--- config.mk ---
export PLATFORM = sky130hd
export DESIGN_NAME = stream_substring_replace_flat
export DESIGN_NICKNAME = d
export VERILOG_FILES = /design/src/sv/ssr_pkg.sv /design/src/sv/ssr_in_if.sv /design/src/sv/ssr_out_if.sv /design/src/sv/ssr_front.sv /design/src/sv/ssr_queue.sv /design/src/sv/ssr_back.sv /design/src/sv/stream_substring_replace.sv /design/src/flat_wrapper.sv
export SDC_FILE = /design/constraint.sdc
export NUM_CORES = 1
export LEC_CHECK = 0
export BUFFER_PORTS_ARGS = -buffer_cell sky130_fd_sc_hd__clkbuf_2
export CORE_MARGIN = 5
export CORE_UTILIZATION = 56
export DETAILED_ROUTE_END_ITERATION = 10
export PLACE_DENSITY_LB_ADDON = 0.12
export REMOVE_ABC_BUFFERS = 1
export SLEW_MARGIN = 5
export SYNTH_ARGS = -nofsm -noshare
export SYNTH_HDL_FRONTEND = slang
export SYNTH_SLANG_ARGS = --single-unit
--- constraint.sdc ---
create_clock -name clk_i -period 4.9 [get_ports clk_i]
set_input_delay 0.735 -clock clk_i [delete_from_list [all_inputs] [get_ports clk_i]]
set_output_delay 0.735 -clock clk_i [all_outputs]
set_load 0.05 [all_outputs]
--- src/sv/ssr_pkg.sv ---
// Shared types and constants of the streaming find-and-replace block.
`timescale 1ns / 1ps
package ssr_pkg;

  localparam int ByteW    = 8;
  localparam int RunMax   = 8;   // bytes held by one 64-bit pattern or replacement register
  localparam int CntW     = 4;   // holds a byte count of 0 to RunMax
  localparam int IdxW     = 3;   // indexes one byte of a run
  localparam int CfgIdxW  = 2;
  localparam int CfgDataW = 64;
  localparam int QDepth   = 4;   // runs held between front and back
  localparam int DefMaxPattern     = 8;
  localparam int DefMaxReplacement = 8;

  typedef enum logic [CfgIdxW-1:0] {
    CfgPatternBytes     = 2'd0,
    CfgPatternLength    = 2'd1,
    CfgReplacementBytes = 2'd2,
    CfgReplacementLength = 2'd3
  } cfg_idx_e;

  // All result beats caused by one input beat.
  typedef struct packed {
    logic [RunMax-1:0][ByteW-1:0] bytes;  // first byte in entry 0
    logic [CntW-1:0]              count;  // zero only for the empty end marker
    logic                         eos;
  } run_t;

endpackage

--- src/sv/ssr_in_if.sv ---
// Input byte channel of the find-and-replace block.
`timescale 1ns / 1ps
interface ssr_in_if;
  logic                      valid;
  logic                      ready;
  logic [ssr_pkg::ByteW-1:0] data_byte;
  logic                      end_of_stream;

  modport source (output valid, output data_byte, output end_of_stream, input ready);
  modport sink   (input valid, input data_byte, input end_of_stream, output ready);
endinterface

--- src/sv/ssr_out_if.sv ---
// Output byte channel of the find-and-replace block.
`timescale 1ns / 1ps
interface ssr_out_if;
  logic                      valid;
  logic                      ready;
  logic [ssr_pkg::ByteW-1:0] out_byte;
  logic                      byte_valid;
  logic                      run_last;
  logic                      stream_end;

  modport source (output valid, output out_byte, output byte_valid, output run_last,
                  output stream_end, input ready);
  modport sink   (input valid, input out_byte, input byte_valid, input run_last,
                  input stream_end, output ready);
endinterface

--- src/sv/ssr_front.sv ---
// Front end: configuration registers, match window and run classification.
`timescale 1ns / 1ps
module ssr_front #(
  parameter int MAX_PATTERN     = ssr_pkg::DefMaxPattern,
  parameter int MAX_REPLACEMENT = ssr_pkg::DefMaxReplacement
) (
  input  logic                         clk_i,
  input  logic                         rst_ni,
  input  logic                         cfg_we_i,
  input  logic [ssr_pkg::CfgIdxW-1:0]  cfg_index_i,
  input  logic [ssr_pkg::CfgDataW-1:0] cfg_wdata_i,
  ssr_in_if.sink                       in_i,
  input  logic                         full_i,
  output logic                         push_o,
  output ssr_pkg::run_t                run_o
);

  localparam int WinDepth = (MAX_PATTERN < ssr_pkg::RunMax) ? MAX_PATTERN : ssr_pkg::RunMax;
  localparam int ReplLim  = (MAX_REPLACEMENT < ssr_pkg::RunMax) ? MAX_REPLACEMENT
                                                                 : ssr_pkg::RunMax;
  localparam int FillW    = (WinDepth > 1) ? $clog2(WinDepth) : 1;
  localparam logic [ssr_pkg::CntW-1:0] WinLen  = ssr_pkg::CntW'(WinDepth);
  localparam logic [ssr_pkg::CntW-1:0] ReplLen = ssr_pkg::CntW'(ReplLim);

  logic [ssr_pkg::CfgDataW-1:0] pat_q, repl_q;
  logic [ssr_pkg::CntW-1:0]     plen_q, rlen_q;
  logic [WinDepth-1:0][ssr_pkg::ByteW-1:0] win_q, win_d, win_app, win_sh;
  logic [ssr_pkg::RunMax-1:0][ssr_pkg::ByteW-1:0] win_ext;
  logic [FillW-1:0]         fill_q, fill_d;
  logic [ssr_pkg::CntW-1:0] fill_ext, fill_inc, plen, rlen;
  logic                     accept, stale, full_now, match, hit_now;

  assign in_i.ready = !full_i;
  assign accept     = in_i.valid && in_i.ready;

  assign plen = (plen_q == '0) ? ssr_pkg::CntW'(1) : ((plen_q > WinLen) ? WinLen : plen_q);
  assign rlen = (rlen_q > ReplLen) ? ReplLen : rlen_q;

  assign fill_ext = ssr_pkg::CntW'(fill_q);
  assign fill_inc = fill_ext + ssr_pkg::CntW'(1);
  // A shorter pattern written while bytes were held leaves a stale window.
  assign stale    = fill_ext >= plen;
  assign full_now = !stale && (fill_inc == plen);

  always_comb begin
    match = 1'b1;
    for (int i = 0; i < WinDepth; i++) begin
      win_app[i] = (fill_q == FillW'(i)) ? in_i.data_byte : win_q[i];
      if ((ssr_pkg::CntW'(i) < plen) &&
          (win_app[i] != pat_q[ssr_pkg::ByteW*i +: ssr_pkg::ByteW])) begin
        match = 1'b0;
      end
    end
    for (int i = 0; i < WinDepth - 1; i++) begin
      win_sh[i] = win_app[i+1];
    end
    win_sh[WinDepth-1] = '0;
  end

  assign hit_now = full_now && match;

  for (genvar g = 0; g < ssr_pkg::RunMax; g++) begin : g_ext
    if (g < WinDepth) begin : g_win
      assign win_ext[g] = win_app[g];
    end else begin : g_zero
      assign win_ext[g] = '0;
    end
  end

  always_comb begin
    run_o.eos   = in_i.end_of_stream;
    run_o.bytes = win_ext;
    run_o.count = '0;
    win_d       = win_app;
    fill_d      = fill_q;
    if (hit_now) begin
      run_o.bytes = repl_q;
      run_o.count = rlen;
      fill_d      = '0;
    end else if (stale || in_i.end_of_stream) begin
      // Release every held byte and the new one.
      run_o.count = fill_inc;
      fill_d      = '0;
    end else if (full_now) begin
      // Mismatch: the oldest byte leaves, the fill stays at pattern length minus one.
      run_o.count = ssr_pkg::CntW'(1);
      win_d       = win_sh;
    end else begin
      fill_d = FillW'(fill_inc);
    end
  end

  assign push_o = accept && ((run_o.count != '0) || in_i.end_of_stream);

  always_ff @(posedge clk_i or negedge rst_ni) begin
    if (!rst_ni) begin
      pat_q  <= '0;
      plen_q <= ssr_pkg::CntW'(1);
      repl_q <= '0;
      rlen_q <= '0;
      fill_q <= '0;
    end else begin
      if (cfg_we_i) begin
        case (ssr_pkg::cfg_idx_e'(cfg_index_i))
          ssr_pkg::CfgPatternBytes:      pat_q  <= cfg_wdata_i;
          ssr_pkg::CfgPatternLength:     plen_q <= cfg_wdata_i[ssr_pkg::CntW-1:0];
          ssr_pkg::CfgReplacementBytes:  repl_q <= cfg_wdata_i;
          ssr_pkg::CfgReplacementLength: rlen_q <= cfg_wdata_i[ssr_pkg::CntW-1:0];
          default: ;
        endcase
      end
      if (accept) begin
        fill_q <= fill_d;
      end
    end
  end

  always_ff @(posedge clk_i) begin
    if (accept) begin
      win_q <= win_d;
    end
  end

endmodule

--- src/sv/ssr_queue.sv ---
// Short queue of runs between the front end and the back end.
`timescale 1ns / 1ps
module ssr_queue (
  input  logic          clk_i,
  input  logic          rst_ni,
  input  logic          push_i,
  input  ssr_pkg::run_t run_i,
  input  logic          pop_i,
  output logic          valid_o,
  output logic          full_o,
  output ssr_pkg::run_t head_o
);

  localparam int PtrW = $clog2(ssr_pkg::QDepth);
  localparam int CntQW = $clog2(ssr_pkg::QDepth + 1);

  ssr_pkg::run_t mem_q [ssr_pkg::QDepth];
  logic [PtrW-1:0]  wr_q, rd_q;
  logic [CntQW-1:0] cnt_q;

  assign valid_o = cnt_q != '0;
  assign full_o  = cnt_q == CntQW'(ssr_pkg::QDepth);
  assign head_o  = mem_q[rd_q];

  always_ff @(posedge clk_i or negedge rst_ni) begin
    if (!rst_ni) begin
      wr_q  <= '0;
      rd_q  <= '0;
      cnt_q <= '0;
    end else begin
      if (push_i) begin
        wr_q <= wr_q + PtrW'(1);
      end
      if (pop_i) begin
        rd_q <= rd_q + PtrW'(1);
      end
      if (push_i && !pop_i) begin
        cnt_q <= cnt_q + CntQW'(1);
      end else if (pop_i && !push_i) begin
        cnt_q <= cnt_q - CntQW'(1);
      end
    end
  end

  always_ff @(posedge clk_i) begin
    if (push_i) begin
      mem_q[wr_q] <= run_i;
    end
  end

  a_no_overflow: assert property (@(posedge clk_i) disable iff (!rst_ni)
    push_i && full_o |-> pop_i == 1'b0 ? 1'b0 : 1'b1)
    else $error("run pushed into a full queue");
  a_no_underflow: assert property (@(posedge clk_i) disable iff (!rst_ni)
    pop_i |-> valid_o)
    else $error("run popped from an empty queue");

endmodule

--- src/sv/ssr_back.sv ---
// Back end: sends the bytes of each queued run, one beat per cycle while the output is ready.
`timescale 1ns / 1ps
module ssr_back (
  input  logic          clk_i,
  input  logic          rst_ni,
  input  logic          head_valid_i,
  input  ssr_pkg::run_t head_i,
  output logic          pop_o,
  ssr_out_if.source     out_o
);

  logic [ssr_pkg::IdxW-1:0] idx_q, idx_d;
  logic last, fire, has_byte;

  assign has_byte = head_i.count != '0;
  assign last     = !has_byte ||
                    (ssr_pkg::CntW'(idx_q) == (head_i.count - ssr_pkg::CntW'(1)));

  assign out_o.valid      = head_valid_i;
  assign out_o.byte_valid = has_byte;
  assign out_o.out_byte   = has_byte ? head_i.bytes[idx_q] : '0;
  assign out_o.run_last   = last;
  assign out_o.stream_end = last && head_i.eos;

  assign fire  = out_o.valid && out_o.ready;
  assign pop_o = fire && last;

  always_comb begin
    idx_d = idx_q;
    if (fire) begin
      idx_d = last ? '0 : idx_q + ssr_pkg::IdxW'(1);
    end
  end

  always_ff @(posedge clk_i or negedge rst_ni) begin
    if (!rst_ni) begin
      idx_q <= '0;
    end else begin
      idx_q <= idx_d;
    end
  end

  a_empty_is_end: assert property (@(posedge clk_i) disable iff (!rst_ni)
    head_valid_i && !has_byte |-> head_i.eos)
    else $error("empty run that does not end a stream");
  a_idx_in_run: assert property (@(posedge clk_i) disable iff (!rst_ni)
    head_valid_i && has_byte |-> ssr_pkg::CntW'(idx_q) < head_i.count)
    else $error("byte index beyond run length");
  a_run_continues: assert property (@(posedge clk_i) disable iff (!rst_ni)
    fire && !last |=> out_o.valid && (idx_q != '0))
    else $error("run interrupted before its last beat");

endmodule

--- src/sv/stream_substring_replace.sv ---
// Top level of the streaming find-and-replace block.
// Throughput: one input beat per cycle while each input causes at most one output
// beat and the output is ready; an input that causes more beats holds the back end
// while they are sent, and up to four runs wait in the queue before the input side
// stalls. Results of an accepted input beat are written into the queue and leave
// its head through the back end. Reset (rst_ni, asynchronous, active low) empties
// the window and queue and returns the registers to their reset values at once; no clearing pass.
`timescale 1ns / 1ps
module stream_substring_replace #(
  parameter int MAX_PATTERN     = ssr_pkg::DefMaxPattern,
  parameter int MAX_REPLACEMENT = ssr_pkg::DefMaxReplacement
) (
  input  logic                         clk_i,
  input  logic                         rst_ni,
  input  logic                         cfg_we_i,
  input  logic [ssr_pkg::CfgIdxW-1:0]  cfg_index_i,
  input  logic [ssr_pkg::CfgDataW-1:0] cfg_wdata_i,
  ssr_in_if.sink                       in_i,
  ssr_out_if.source                    out_o
);

  // The front end keeps the match window and, for every accepted beat, builds one
  // run: the list of output bytes that beat causes. Runs with no bytes are dropped,
  // except at end of stream, where an empty run becomes the empty end marker.
  ssr_pkg::run_t push_run, head_run;
  logic push, q_full, q_valid, pop;

  ssr_front #(
    .MAX_PATTERN     (MAX_PATTERN),
    .MAX_REPLACEMENT (MAX_REPLACEMENT)
  ) u_front (
    .clk_i       (clk_i),
    .rst_ni      (rst_ni),
    .cfg_we_i    (cfg_we_i),
    .cfg_index_i (cfg_index_i),
    .cfg_wdata_i (cfg_wdata_i),
    .in_i        (in_i),
    .full_i      (q_full),
    .push_o      (push),
    .run_o       (push_run)
  );

  // The queue lets the input keep flowing while a replacement is being expanded.
  ssr_queue u_queue (
    .clk_i   (clk_i),
    .rst_ni  (rst_ni),
    .push_i  (push),
    .run_i   (push_run),
    .pop_i   (pop),
    .valid_o (q_valid),
    .full_o  (q_full),
    .head_o  (head_run)
  );

  // The back end walks the head run one beat at a time and marks its last beat.
  ssr_back u_back (
    .clk_i        (clk_i),
    .rst_ni       (rst_ni),
    .head_valid_i (q_valid),
    .head_i       (head_run),
    .pop_o        (pop),
    .out_o        (out_o)
  );

endmodule
--- src/flat_wrapper.sv ---
// flat-port wrapper written by rule: the top's interface ports become plain ports
module stream_substring_replace_flat 
#(
  parameter int MAX_PATTERN     = ssr_pkg::DefMaxPattern,
  parameter int MAX_REPLACEMENT = ssr_pkg::DefMaxReplacement
)
  (clk_i, rst_ni, cfg_we_i, cfg_index_i, cfg_wdata_i, in_i_valid, in_i_data_byte, in_i_end_of_stream, in_i_ready, out_o_valid, out_o_out_byte, out_o_byte_valid, out_o_run_last, out_o_stream_end, out_o_ready);
  ssr_in_if in_i_i ();
  ssr_out_if out_o_i ();
  input  logic clk_i;
  input  logic rst_ni;
  input  logic cfg_we_i;
  input  logic [ssr_pkg::CfgIdxW-1:0] cfg_index_i;
  input  logic [ssr_pkg::CfgDataW-1:0] cfg_wdata_i;
  input wire logic [$bits(in_i_i.valid)-1:0] in_i_valid;
  input wire logic [$bits(in_i_i.data_byte)-1:0] in_i_data_byte;
  input wire logic [$bits(in_i_i.end_of_stream)-1:0] in_i_end_of_stream;
  output wire logic [$bits(in_i_i.ready)-1:0] in_i_ready;
  output wire logic [$bits(out_o_i.valid)-1:0] out_o_valid;
  output wire logic [$bits(out_o_i.out_byte)-1:0] out_o_out_byte;
  output wire logic [$bits(out_o_i.byte_valid)-1:0] out_o_byte_valid;
  output wire logic [$bits(out_o_i.run_last)-1:0] out_o_run_last;
  output wire logic [$bits(out_o_i.stream_end)-1:0] out_o_stream_end;
  input wire logic [$bits(out_o_i.ready)-1:0] out_o_ready;
  assign in_i_i.valid = in_i_valid;
  assign in_i_i.data_byte = in_i_data_byte;
  assign in_i_i.end_of_stream = in_i_end_of_stream;
  assign in_i_ready = in_i_i.ready;
  assign out_o_valid = out_o_i.valid;
  assign out_o_out_byte = out_o_i.out_byte;
  assign out_o_byte_valid = out_o_i.byte_valid;
  assign out_o_run_last = out_o_i.run_last;
  assign out_o_stream_end = out_o_i.stream_end;
  assign out_o_i.ready = out_o_ready;
  stream_substring_replace #(.MAX_PATTERN(MAX_PATTERN), .MAX_REPLACEMENT(MAX_REPLACEMENT)) u_core (.clk_i(clk_i), .rst_ni(rst_ni), .cfg_we_i(cfg_we_i), .cfg_index_i(cfg_index_i), .cfg_wdata_i(cfg_wdata_i), .in_i(in_i_i), .out_o(out_o_i));
endmodule
Yosys cells after proc, flatten, opt, wreduce, memory -nomap -nowiden
Memories as Yosys holds them, arrays and structs flattened.
Index checks and enable logic that the tools add are counted.
{"block": "word_totals", "regBits": 213, "mem_bits_rw": 276, "input_bits": 80, "output_inout_bits": 13, "elab_cells": 133, "n_memories": 1}
{"name": "u_core.u_queue.mem_q", "depth": 4, "width": 69, "rd": 1, "rd_ports_with_merged_regs": 0, "write_ports": 1, "line_no": "ssr_queue.sv:17", "rtl": "ssr_pkg::run_t mem_q [ssr_pkg::QDepth];"}
{"block": "classes", "n_addsub": 7, "order_cmp": 12, "n_eq_ne": 22, "mux": 37, "reduce_logical": 37}
{"op": "64-bit 2-to-1 mux", "count": 4}
{"op": "8-bit 2-to-1 mux", "count": 10}
{"op": "8-bit inequality test", "count": 8}
{"op": "8-bit binary-select mux with 3-bit select", "count": 1}
{"op": "4-bit 2-to-1 mux", "count": 5}
{"op": "3-bit 2-to-1 mux", "count": 6}
{"op": "1-bit logical AND", "count": 17}
{"op": "3-bit by 4-bit less-than comparator with 1-bit output, first input constant", "count": 4}
{"op": "3-bit == test, second input constant", "count": 5}
{"op": "1-bit 2-to-1 mux", "count": 11}
{"op": "2-bit AND reduction", "count": 5}
{"op": "4-bit > comparator, second input constant", "count": 2}
{"op": "1-bit by 4-bit less-than comparator with 1-bit output, first input constant", "count": 2}
{"op": "2-bit by 4-bit less-than comparator with 1-bit output, first input constant", "count": 2}
{"op": "4-bit nonzero test", "count": 2}
{"op": "3-bit by 1-bit adder with 3-bit output, second input constant", "count": 2}
{"op": "3-bit by 2-bit == test with 1-bit output, second input constant", "count": 2}
{"op": "1-bit logical NOT", "count": 5}
{"op": "2-bit by 1-bit adder with 2-bit output, second input constant", "count": 2}
{"op": "3-bit by 1-bit adder with 4-bit output, second input constant", "count": 1}
{"op": "2-bit == test, second input constant", "count": 2}
{"op": "3-bit by 4-bit == test with 1-bit output", "count": 1}
{"op": "4-bit == test", "count": 1}
{"op": "3-bit by 4-bit greater-or-equal comparator with 1-bit output", "count": 1}
{"op": "other kinds (12)", "count": 14}

Logic depth before layout (Yosys ltp)
Gate-level depths: netlist of run 1.
{"block": "logic_depth", "ltp_word": 22, "ltp_mapped": 21, "depth_no_buf": 18}

Cells and area by module
A second synthesis of run 1 with hierarchy kept.
{"block": "hier_totals", "hier_cells": 1491, "hier_area_um2": 23038.3}
{"mod": "ssr_front", "instances": 1, "cells_each": 1019, "area_per_inst_um2": 11751.3, "seq_area_each_um2": 5401.4}
{"mod": "ssr_queue", "instances": 1, "cells_each": 395, "area_per_inst_um2": 10427.5, "seq_area_each_um2": 8463.1}
{"mod": "ssr_back", "instances": 1, "cells_each": 77, "area_per_inst_um2": 859.6, "seq_area_each_um2": 75.1}

Worst setup path before layout of run 1
OpenSTA, ideal clock, no wires.
{"block": "synth_path", "kind": "register to register", "start": "register u_core.u_queue.cnt_q[0]", "end": "memory u_core.u_queue.mem_q[0][0] in the netlist's numbering, enable pin", "arrival_time_ns": 4.633, "path_slack_ns": -0.167, "stages_incl_launch_ff": 6, "path_buffers": 0, "period_less_slack_ns": 5.067, "cell_sequence": "dfrtp_1 nor2_1 nand2_1 and2_1 a21boi_1 and2_1"}
{"block": "synth_between", "elab_chain_len": 6}
{"element": "from (decl)", "line_no": "ssr_queue.sv:19", "rtl": "logic [CntQW-1:0] cnt_q;"}
{"element": "from (signal assigned)", "line_no": "ssr_queue.sv:38", "rtl": "cnt_q <= cnt_q + CntQW'(1);"}
{"element": "from (signal assigned)", "line_no": "ssr_queue.sv:40", "rtl": "cnt_q <= cnt_q - CntQW'(1);"}
{"element": "3-bit == test", "line_no": "ssr_queue.sv:22", "rtl": "assign full_o = cnt_q == CntQW'(ssr_pkg::QDepth);"}
{"element": "1-bit logical NOT", "line_no": "ssr_front.sv:33", "rtl": "assign in_i.ready = !full_i;"}
{"element": "named net in_i_ready", "line_no": "flat_wrapper.sv:18", "rtl": "output wire logic [$bits(in_i_i.ready)-1:0] in_i_ready;"}
{"element": "1-bit logical AND", "line_no": "ssr_front.sv:34", "rtl": "assign accept = in_i.valid && in_i.ready;"}
{"element": "named net u_core.u_front.accept", "line_no": "ssr_front.sv:31", "rtl": "logic accept, stale, full_now, match, hit_now;"}
{"element": "1-bit logical AND", "line_no": "ssr_front.sv:93", "rtl": "assign push_o = accept && ((run_o.count != '0) || in_i.end_of_stream);"}
{"element": "named net u_core.push", "line_no": "stream_substring_replace.sv:26", "rtl": "logic push, q_full, q_valid, pop;"}
{"element": "1-bit 2-to-1 mux", "line_no": "ssr_queue.sv:46", "rtl": "if (push_i) begin"}
{"element": "1-bit 2-to-1 mux (implied by the code)", "line_no": "ssr_queue.sv:47", "rtl": "mem_q[wr_q] <= run_i;"}
{"element": "to (decl)", "line_no": "ssr_queue.sv:17"}
The timed path passes the listed nets, and every way through them passes these cells.

==> impl_results.md, run 1 <==
* Sequential fraction of the synthesis area at around three fifths
* Setup CP Type: reg -> reg
* Final hold violation count at 0
* Full die area at 0.04487 mm^2
* Int Power at between 0.01 and 0.015 W
* CTS tree: built
* Post-Route WL at between 50 and 60 mm
* Critical Path Source Type: flip-flop
* Drt pass-1 iters at 5
* Vias/cell at 6.304
* Layout cells sized above 1 at a little over a quarter
* Pins over their slew limit at 0
* Period utilization at 95.76%
* Post-detail-place hpwl at between 30 and 40 mm
* DRT antenna net count at 0
* Worst R2R End: u_core.u_queue.mem_q[3][61]$_DFFE_PP_
* Die W at 211.8 um
* Core area at between 0.04 and 0.05 mm^2
* Clock network latency to the later pin of the worst-skew pair at about 0.60 ns
* CTS sink cnt at 489
* Mean Syn Cell Area at 14.24 um^2
* Congestion Overflow GR at 0
* Netlist cell types at a little over 70
* Core Util, Final at a little under two thirds
* CTS Buf Count at 50
* Initial Util at 56.25%
* Largest net degree at the start of global routing at 77
* Vias in the first global route at between 10k and 15k
* Wire per inst at 25.47 um
* Gpl congestion at about 0.95
* Data arrival, critical path at 4.99 ns
* Sequential power share at about two fifths
* Die Y-Extent at about 210 um
* Slew headroom at a little over a quarter
* Area delta synth->final at 12.64%
* P_leak at 9.522 nW
* Synth top area cells: edfxtp_1, dfrtp_1, mux4_2, mux2_2, mux2i_1
* Sw Share at between 30% and 40%
* Fin crit period at roughly 4.7 ns
* Pwr dens at between 600 and 700 mW/mm^2
* Clock tree buffer depth at 3
* Io pins at 93
* Crit path launch: u_core.u_front.fill_q[0]$_DFFE_PN0P_
* Worst VDD drop at between 400 and 500 uV
* All-Layer GR Usage at between 20% and 30%
* YS warnings at 0
* NumNets Final at roughly 1.8k
* DR DRC count at 0
* Post-synth top area cell: edfxtp_1
* Post-synthesis cell area at around 0.023 mm^2
* Post-Syn Instances at roughly 1.6k
* Sw Pwr at ~0.0055 W
* First-pass GRT wire length at between 80 and 90 mm
* R2R Path Start: u_core.u_front.fill_q[0]$_DFFE_PN0P_
* Total Power at 0.01602 W
* Number of flops mapped to enable cells by yosys at between 300 and 400
* CP endpoint: u_core.u_queue.mem_q[3][61]$_DFFE_PP_
* Status: completed
* Clock share of power at between 20% and 30%
* Port bufs at ~90
* Root Buffer: clkbuf_16
* Critical Path RT at between 5 and 6 ns
* Area share of the largest cell type after synthesis at 44.75%
* CP Capture Type: flip-flop
* Flops & latches, synth at between 400 and 500
* RSZ-0062 raised after global routing: false
* # rows at 74
* HP Class: in -> async
* Setup Viol. Count Final at 0
* Comb pwr share at between 30% and 40%
* Crit-path max FO at 61
* Max cap viols at 0
* Initial antenna violation count at 3
* Top FF cell, synth: edfxtp_1
* Fillers at roughly 3.0k
* Worst slew pin tran at about 1.1 ns
* Achievable Freq at between 0.2 and 0.25 GHz
* Worst reg-to-reg setup slack at around 0.21 ns
* Vias at approximately 14k
* Async SR Flop Fraction at between 30% and 40%
* Worst-path clk slew at around 0.06 ns
* Worst Skew at about 0.022 ns
* Reg2reg path depth at 13
* Iteration-0 DRC Markers at around 1.5k
* # H-tree levels at 2
-- kinds of logic (layout without fill, tap and decap cells) --
logic type                 count (synthesis)  count (layout)  synth area share (%)
DFF                                      489             489                 61.10
other                                      0               2                     0
and+or+nand+nor                          340             340                 7.020
xor gates and xnor gates                  69              69                 2.649
adders and majority gates                 18              18                 1.020
buffers and inverters                    152             294                 2.973
muxes                                    271             271                 17.27
AOI/OAI and AO/OA                        263             263                 7.964
-- worst min path at each step --
stage	endpoint	slack [ns]	depth (start not counted)
after floorplan	u_core.u_back.idx_q[0]$_DFFE_PN0P_	0.44	0
after global placement	u_core.u_queue.cnt_q[2]$_DFFE_PN0P_	0.48	1
after detailed placement	u_core.u_queue.cnt_q[2]$_DFFE_PN0P_	0.48	1
after CTS	u_core.u_back.idx_q[1]$_DFFE_PN0P_	0.17	1
after global routing	u_core.u_back.idx_q[1]$_DFFE_PN0P_	0.21	1
final	u_core.u_back.idx_q[2]$_DFFE_PN0P_	0.15	1
-- per-layer routing --
metal	vias to the layer above	global-route usage, %	routed length (um)
met2	589	40.70	26850
met5	-	0	0
met4	0	6.686	1533
li1	6373	-	-
met1	7301	39.34	25450
met3	97	4.135	4193
-- power by group through the flow --
stage	Combinational, W	Clock (W)	Sequential, W
floorplan	0.00374	0	0.00660
global placement	0.00542	0	0.00664
detailed placement	0.00553	0	0.00668
CTS	0.00556	0.00392	0.00661
global route	0.00598	0.00409	0.00671
finish	0.00555	0.00385	0.00662
-- repair_timing --
item                                    4_1_cts  5_1_grt
hold buffers                                  0        0
endpoints found under the setup margin        0       11
buffers inserted                              0        0
resized for setup                             0        3
-- worst max-delay path, stage by stage (launching register included) --
cell     delay, ns
dfrtp_1       0.48
ha_1          0.24
ha_1          0.19
buf_4         0.27
mux2i_1       0.38
xor2_1        0.20
nand4_1       0.22
nor4_1        0.46
a211o_1       0.25
nand2_1       0.08
buf_4         0.26
or3_4         0.49
buf_12        0.25
a21oi_1       0.56
-- state kept, by name, summed over array words and instances (netlist names) --
name and count:
u_core.u_back.idx_q 3, u_core.u_front.fill_q 3, u_core.u_front.pat_q 64, u_core.u_front.plen_q 4, u_core.u_front.repl_q 64, u_core.u_front.rlen_q 4, u_core.u_front.win_q 64, u_core.u_queue.cnt_q 3
u_core.u_queue.mem_q 276, u_core.u_queue.rd_q 2, u_core.u_queue.wr_q 2
-- stage by stage --
step	TNS [ns]	instance area, um^2	hold WS, ns	setup WS [ns]	instances
2_1_floorplan	-247.41	22290	0.4394	-1.938	1490
3_3_place_gp	0	24010	0.4772	0.2826	2183
3_5_place_dp	0	24010	0.4836	0.2491	2183
4_1_cts	0	25670	0.1684	0.1816	2276
5_1_grt	0	25690	0.2089	0.05495	2276
6_report	0	25700	0.1544	0.2077	2278
-- layout by cell type, fill, tap and decap left out, types with 36 or more instances in the layout --
cell       netlist  layout
mux2_2         130     130
nor2_1         124     123
buf_4            1      66
nand2_1         71      70
clkbuf_16        0      51
mux2i_1         55      55
xor2_1          36      36
mux4_2          84      84
edfxtp_1       340     340
inv_1           40      40
clkbuf_2         0      91
a21oi_1         75      74
dfrtp_1        148     145
-- final cells by class --
class | count | area (um^2) | share of cell area, %
inverters | 40 | 150.1 | 0.5843
clock buffers | 74 | 1453 | 5.653
flip-flops and latches | 489 | 13950 | 54.27
well taps | 532 | 665.6 | 2.590
repair buffers | 161 | 1022 | 3.978
diodes | 2 | 5.005 | 0.01948
clock inverters | 19 | 216.5 | 0.8424
multi-input cells | 961 | 8238 | 32.06
-- cell usage after synthesis, types with 20 or more instances --
cell type	instances
nor2_1	124
nand2_1	71
nor3_1	20
mux2_2	130
dfrtp_1	148
o21ai_0	31
inv_1	40
edfxtp_1	340
mux2i_1	55
nand3_1	35
a21oi_1	75
xor2_1	36
clkbuf_1	75
xnor2_1	33
mux4_2	84
Note: power is estimated with default switching activity, not from simulation.
==> inputs of run 2 (changes only) <==
--- a/config.mk
+++ b/config.mk
@@ -8,6 +8,7 @@
 export BUFFER_PORTS_ARGS = -buffer_cell sky130_fd_sc_hd__clkbuf_2
 export CORE_MARGIN = 5
 export CORE_UTILIZATION = 56
+export CTS_BUF_LIST = sky130_fd_sc_hd__clkbuf_16
 export DETAILED_ROUTE_END_ITERATION = 10
 export PLACE_DENSITY_LB_ADDON = 0.12
 export REMOVE_ABC_BUFFERS = 1
==> impl_results.md, run 2 (synthesis gave the netlist of run 1 again) <==
* Commonest non-fill, non-tap cell in the layout: edfxtp_1
* Worst slew pin tran at 1.095 ns (+0.0002114 ns)
* Initial Util at 56.25% (unchanged)
* Clock tree buffer depth at 3 (unchanged)
* DRT antenna net count at 0 (unchanged)
* Pwr dens at 619.2 mW/mm^2 (-0.68%)
* Setup Fix Bufs, Post-CTS at 0 (unchanged)
* Congestion Overflow GR at 0 (unchanged)
* Critical Path Source Type: flip-flop
* Wire per inst at 25.50 um (+0.11%)
* CTS sink cnt at 489 (unchanged)
* # rows at 74 (unchanged)
* # H-tree levels at 2 (unchanged)
* Largest net degree at the start of global routing at 77 (unchanged)
* Most frequent cells in the layout: edfxtp_1, dfrtp_1, mux2_2
* Clock network latency to the later pin of the worst-skew pair at 0.60 ns (about the same)
* Sequential Area at 0.01395 mm^2 (unchanged)
* DR DRC count at 0 (unchanged)
* Achievable Freq at 0.2121 GHz (-0.49%)
* Design Area, Final at 0.02560 mm^2 (-0.36%)
* Critical Path RT at 5.20 ns (about the same)
* Area delta synth->final at 12.23%
* Max cap viols at 0 (unchanged)
* Total Power at 0.01585 W (-1.0%)
* Post-cts resize count at 0 (unchanged)
* Footprint of the multi-input gates at 0.008238 mm^2 (unchanged)
* Period utilization at 96.23% (+0.47 points)
* Setup Viol. Count Final at 0 (unchanged)
* CP Capture Type: flip-flop
* Iteration-0 DRC Markers at 1600 (+8.6%)
* CTS tree: built
* Post-Route WL at 58.07 mm (about the same)
* First-pass GRT wire length at 88.67 mm (about the same)
* Fillers at 3058 (+0.59%)
* Worst-path clk slew at 0.07 ns (about the same)
* Data arrival, critical path at 5.01 ns (+0.02 ns)
* Vias at 14.40k (+0.28%)
* P_leak at 9.535 nW (+0.13%)
* Layout cells sized above 1 at 27.06% (-0.40 points)
* Worst path top cell family by delay: simple AND/OR/NAND/NOR gates
* Die Y-Extent at 211.8 um (unchanged)
* Slew headroom at 26.97% (about the same)
* Final hold violation count at 0 (unchanged)
* Max reg flops at 276 (unchanged)
* Crit-path max FO at 61 (unchanged)
* Worst Skew at 0.02369 ns (+0.002108 ns)
* Pins over their slew limit at 0 (unchanged)
* Initial antenna violation count at 3 (unchanged)
* Post-detail-place hpwl at 39.16 mm (unchanged)
* Core area at 0.04055 mm^2 (unchanged)
* Gpl congestion at 0.9472 (unchanged)
* CP peak stage delay at 0.55 ns (about the same)
* CTS Buf Count at 50 (unchanged)
* Io pins at 93 (unchanged)
* Crit path buffers/inverters at 3 (unchanged)
* Root Buffer: clkbuf_16
* HP Class: in -> async
* Port bufs at 92 (unchanged)
* Vias in the first global route at 14.28k (+0.049%)
* Pre-CTS worst setup slack at 0.2491 ns (unchanged)
* Cell Chain, Critical Path: ha_1 > ha_1 > buf_4 > mux2i_1 > xor2_1 > nand4_1 > nor4_1 > a211o_1 > nand2_1 > buf_4 > or3_4 > buf_12 > a21oi_1
* Worst VDD drop at 426.7 uV (about the same)
* Final setup margin at 0.1848 ns (-0.02293 ns)
* Status: completed
* Vias/cell at 6.324 (+0.32%)
* Fin crit period at 4.715 ns (+0.02293 ns)
* Setup CP Type: reg -> reg
* Placed instance area at 0.02401 mm^2 (unchanged)
* Drt pass-1 iters at 5 (unchanged)
* CP max stage cell: a21oi_1
* Die W at 211.8 um (unchanged)
* NumNets Final at 1801 (unchanged)
* All-Layer GR Usage at 26.16% (about the same)
* RSZ-0062 raised after global routing: false
* Full die area at 0.04487 mm^2 (unchanged)
* # hold bufs at CTS at 0 (unchanged)
* Reg with most FFs: u_core.u_queue.mem_q
## run 2: layout make-up
class	count	area share, %
sequential	489	54.47
multi-input combinational	961	32.18
clock buffer	51	4.985
timing repair buffer	161	3.993
tap	532	2.600
clock inverter	42	1.183
inverter	40	0.5864
antenna	1	0.009774
## run 2: path summary, 6_finish.rpt
path	startpoint	to	slack (ns)	cells past startpoint
worst max register to register	u_core.u_front.fill_q[0]$_DFFE_PN0P_	u_core.u_queue.mem_q[2][61]$_DFFE_PP_	0.18	13
worst min-delay path	rst_ni	u_core.u_back.idx_q[2]$_DFFE_PN0P_	0.15	1
min in group clk_i	cfg_wdata_i[48]	u_core.u_front.pat_q[48]$_DFFE_PN0P_	0.37	3
max in group asynchronous	rst_ni	u_core.u_queue.rd_q[0]$_DFFE_PN0P_	3.82	2
worst min register to register	u_core.u_queue.cnt_q[2]$_DFFE_PN0P_	u_core.u_queue.cnt_q[2]$_DFFE_PN0P_	0.50	1
worst max-delay path	u_core.u_front.fill_q[0]$_DFFE_PN0P_	u_core.u_queue.mem_q[2][61]$_DFFE_PP_	0.18	13
## run 2: worst register-to-register path, cell delays in order, from the launching register on
cell,delay (ns)
dfrtp_1,0.49
ha_1,0.24
ha_1,0.19
buf_4,0.27
mux2i_1,0.39
xor2_1,0.20
nand4_1,0.22
nor4_1,0.48
a211o_1,0.25
nand2_1,0.08
buf_4,0.26
or3_4,0.49
buf_12,0.25
a21oi_1,0.60
## run 2: through the flow
step | setup TNS [ns] | hold slack (ns) | std cells | util [%]
floorplan | -247.41 | 0.4394 | 1490 | -
global placement | 0 | 0.4772 | 2183 | 59.19
detailed placement | 0 | 0.4836 | 2183 | 59.19
CTS | 0 | 0.1685 | 2276 | 63.09
global route | 0 | 0.2069 | 2276 | 63.13
finish | 0 | 0.1544 | 2277 | 63.13
## run 2: layer usage
layer	up-vias	part of all wire, %	global-route usage [%]	wire length (um)
li1	6374	-	-	-
met1	7322	43	39.25	25160
met2	610	47	40.79	27050
met3	94	7.7	4.135	4472
met4	0	2.4	6.686	1379
met5	-	0	0	0
## run 2: report_power, final
| group | switching (W) | internal, W |
|---|---|---|
| sequential | 0.000675 | 0.00594 |
| clock | 0.00159 | 0.00210 |
| combinational | 0.00327 | 0.00227 |
| total | 0.00554 | 0.0103 |
==> inputs of run 3 (changes only) <==
--- a/config.mk
+++ b/config.mk
@@ -6,6 +6,7 @@
 export NUM_CORES = 1
 export LEC_CHECK = 0
 export BUFFER_PORTS_ARGS = -buffer_cell sky130_fd_sc_hd__clkbuf_2
+export CORE_ASPECT_RATIO = 1.5
 export CORE_MARGIN = 5
 export CORE_UTILIZATION = 56
 export CTS_BUF_LIST = sky130_fd_sc_hd__clkbuf_16
==> impl_results.md, run 3 (synthesis gave the netlist of run 1 again) <==
* Reg with most FFs: u_core.u_queue.mem_q
* Placed cells at 2171 (-0.55%)
* Achievable Freq at 0.2152 GHz (+1.5%)
* Setup Viol. Count Final at 0 (unchanged)
* Status: completed
* P_leak at 9.528 nW (about the same)
* Initial antenna violation count at 0 (-3)
* RSZ-0062 raised after global routing: false
* Worst-path clk slew at 0.07 ns (about the same)
* DR DRC count at 0 (unchanged)
* Clock share of power at 22.2% (-1.1 points)
* Worst Skew at 0.01988 ns (-0.003812 ns)
* Sequential power share at 42.2% (+0.5 points)
* Iteration-0 DRC Markers at 1503 (-6.1%)
* Most frequent cells in the layout: edfxtp_1, dfrtp_1, mux2_2
* First-pass GRT wire length at 90.98 mm (+2.6%)
* Pwr dens at 615.6 mW/mm^2 (-0.58%)
* Data arrival, critical path at 4.83 ns (-0.18 ns)
* Design Area, Final at 0.02557 mm^2 (-0.14%)
* Period utilization at 94.83% (-1.4 points)
* Die W at 174.8 um (-17%)
* Vias/cell at 6.405 (+1.3%)
* Gpl congestion at 0.9223 (-2.6%)
* NumNets Final at 1810 (+0.50%)
* Vias in the first global route at 14.72k (+3.1%)
* Wire per inst at 26.29 um (+3.1%)
* Worst slew pin tran at 1.083 ns (-0.01226 ns)
* Root Buffer: clkbuf_16
* Placed instance area at 0.02410 mm^2 (+0.41%)
* Core area at 0.04031 mm^2 (-0.59%)
* Commonest non-fill, non-tap cell in the layout: edfxtp_1
* Worst VDD drop at 312.8 uV (-27%)
* Crit-path max FO at 69 (+13%)
* Hold_ws at 0.1332 ns (-0.02120 ns)
* Largest net degree at the start of global routing at 84 (+9.1%)
* HP Class: in -> async
* Sw Pwr at 0.005544 W (+0.12%)
* # H-tree levels at 2 (unchanged)
* Cell Chain, Critical Path: inv_1 > ha_1 > nand2b_1 > or4_1 > a221oi_1 > o2111ai_1 > or3_1 > o41ai_1 > a21boi_1 > buf_4 > and2_4
* Sw Share at 35.23% (+0.29 points)
* Max reg flops at 276 (unchanged)
* Clock network latency to the later pin of the worst-skew pair at 0.58 ns (-0.02 ns)
* Final setup margin at 0.2531 ns (+0.06837 ns)
* Number of diodes at 0 (-1)
* Full die area at 0.04496 mm^2 (+0.19%)
* Pre-CTS worst setup slack at 0.3446 ns (+0.09548 ns)
* Area delta synth->final at 12.08%
* CTS sink cnt at 489 (unchanged)
* DRT antenna net count at 0 (unchanged)
* Critical Path Source Type: flip-flop
* Fin Setup TNS at 0 ns (unchanged)
* CTS Buf Count at 45 (-10%)
* Port bufs at 92 (unchanged)
* Io pins at 93 (unchanged)
* Comb pwr share at 35.6% (+0.6 points)
* Post-Route WL at 59.26 mm (+2.0%)
* CP max stage cell: or4_1
* CTS tree: built
* Setup CP Type: reg -> reg
* Int Power at 0.01019 W (-1.2%)
* CP Capture Type: flip-flop
* Fin cells at 2254 (-1.0%)
* Congestion Overflow GR at 0 (unchanged)
* All-Layer GR Usage at 26.49% (+0.33 points)
* Final hold violation count at 0 (unchanged)
* Layout cells sized above 1 at 27.40% (+0.34 points)
* # rows at 90 (+22%)
* # hold bufs at CTS at 0 (unchanged)
* Clock tree buffer depth at 3 (unchanged)
* Setup Fix Bufs, Post-CTS at 0 (unchanged)
* Critical Path RT at 5.09 ns (-0.11 ns)
* Initial Util at 56.59% (+0.34 points)
* Drt pass-1 iters at 6 (+1)
* Slew headroom at 27.79% (+0.82 points)
* Vias at 14.44k (+0.26%)
* Die Y-Extent at 257.2 um (+21%)
* Max cap viols at 0 (unchanged)
* Post-detail-place hpwl at 40.23 mm (+2.7%)
* Pins over their slew limit at 0 (unchanged)
* Fin crit period at 4.647 ns (-0.06837 ns)
* CP peak stage delay at 0.60 ns (+0.05 ns)
-- run 3: final cells by class --
class	instances	area (um^2)
clock buffers	49	1226
clock inverters	34	236.5
fillers	3055	14750
inverters	40	150.1
multi-input cells	961	8224
flip-flops and latches	489	13950
well taps	506	633.1
repair buffers	175	1152
-- run 3: worst paths after layout --
path,start,endpoint,slack (ns),cells past startpoint
setup / recovery,u_core.u_front.fill_q[0]$_DFFE_PN0P_,u_core.u_queue.mem_q[2][24]$_DFFE_PP_,0.25,11
hold / removal,rst_ni,u_core.u_front.repl_q[21]$_DFFE_PN0P_,0.13,1
hold reg to reg,u_core.u_queue.cnt_q[2]$_DFFE_PN0P_,u_core.u_queue.cnt_q[2]$_DFFE_PN0P_,0.49,1
setup reg to reg,u_core.u_front.fill_q[0]$_DFFE_PN0P_,u_core.u_queue.mem_q[2][24]$_DFFE_PP_,0.25,11
min in group clk_i,cfg_wdata_i[41],u_core.u_front.pat_q[41]$_DFFE_PN0P_,0.40,3
max in group asynchronous,rst_ni,u_core.u_queue.rd_q[0]$_DFFE_PN0P_,3.83,2
-- run 3: stage by stage --
step	utilization [%]	power [W]
5_1_grt	63.42	0.01647
3_5_place_dp	59.79	0.01232
4_1_cts	63.42	0.01580
6_report	63.42	0.01574
2_1_floorplan	-	0.01034
3_3_place_gp	59.79	0.01216
-- run 3: what timing repair did --
action	in CTS	in global routing
endpoints found under the setup margin	0	52
hold endpoints to repair	0	0
gates resized for setup	0	1
-- run 3: routing by layer --
| metal | vias to the layer above | global-route usage (%) | part of all wire, % |
|---|---|---|---|
| met5 | - | 0 | 0 |
| met4 | 0 | 8.080 | 3.5 |
| met3 | 132 | 3.275 | 6.2 |
| met2 | 591 | 45.77 | 51 |
| met1 | 7336 | 35.49 | 39 |
| li1 | 6378 | - | - |
-- run 3: worst max-delay path: cells and delay by family, from the launching register on --
kind,cells,cell delay [ns]
buffers and inverters,2,0.34
AND/OR/NAND/NOR,4,1.73
flip-flops,1,0.46
AO/OA/AOI/OAI,4,1.37
adder cells (fa/ha/maj),1,0.27
-- run 3: power groups by stage --
stage,registers [W],logic (W),clock network (W)
CTS,0.00665,0.00562,0.00353
detailed placement,0.00672,0.00560,0
finish,0.00664,0.00561,0.00349
global placement,0.00666,0.00550,0
global route,0.00674,0.00602,0.00371
floorplan,0.00660,0.00374,0
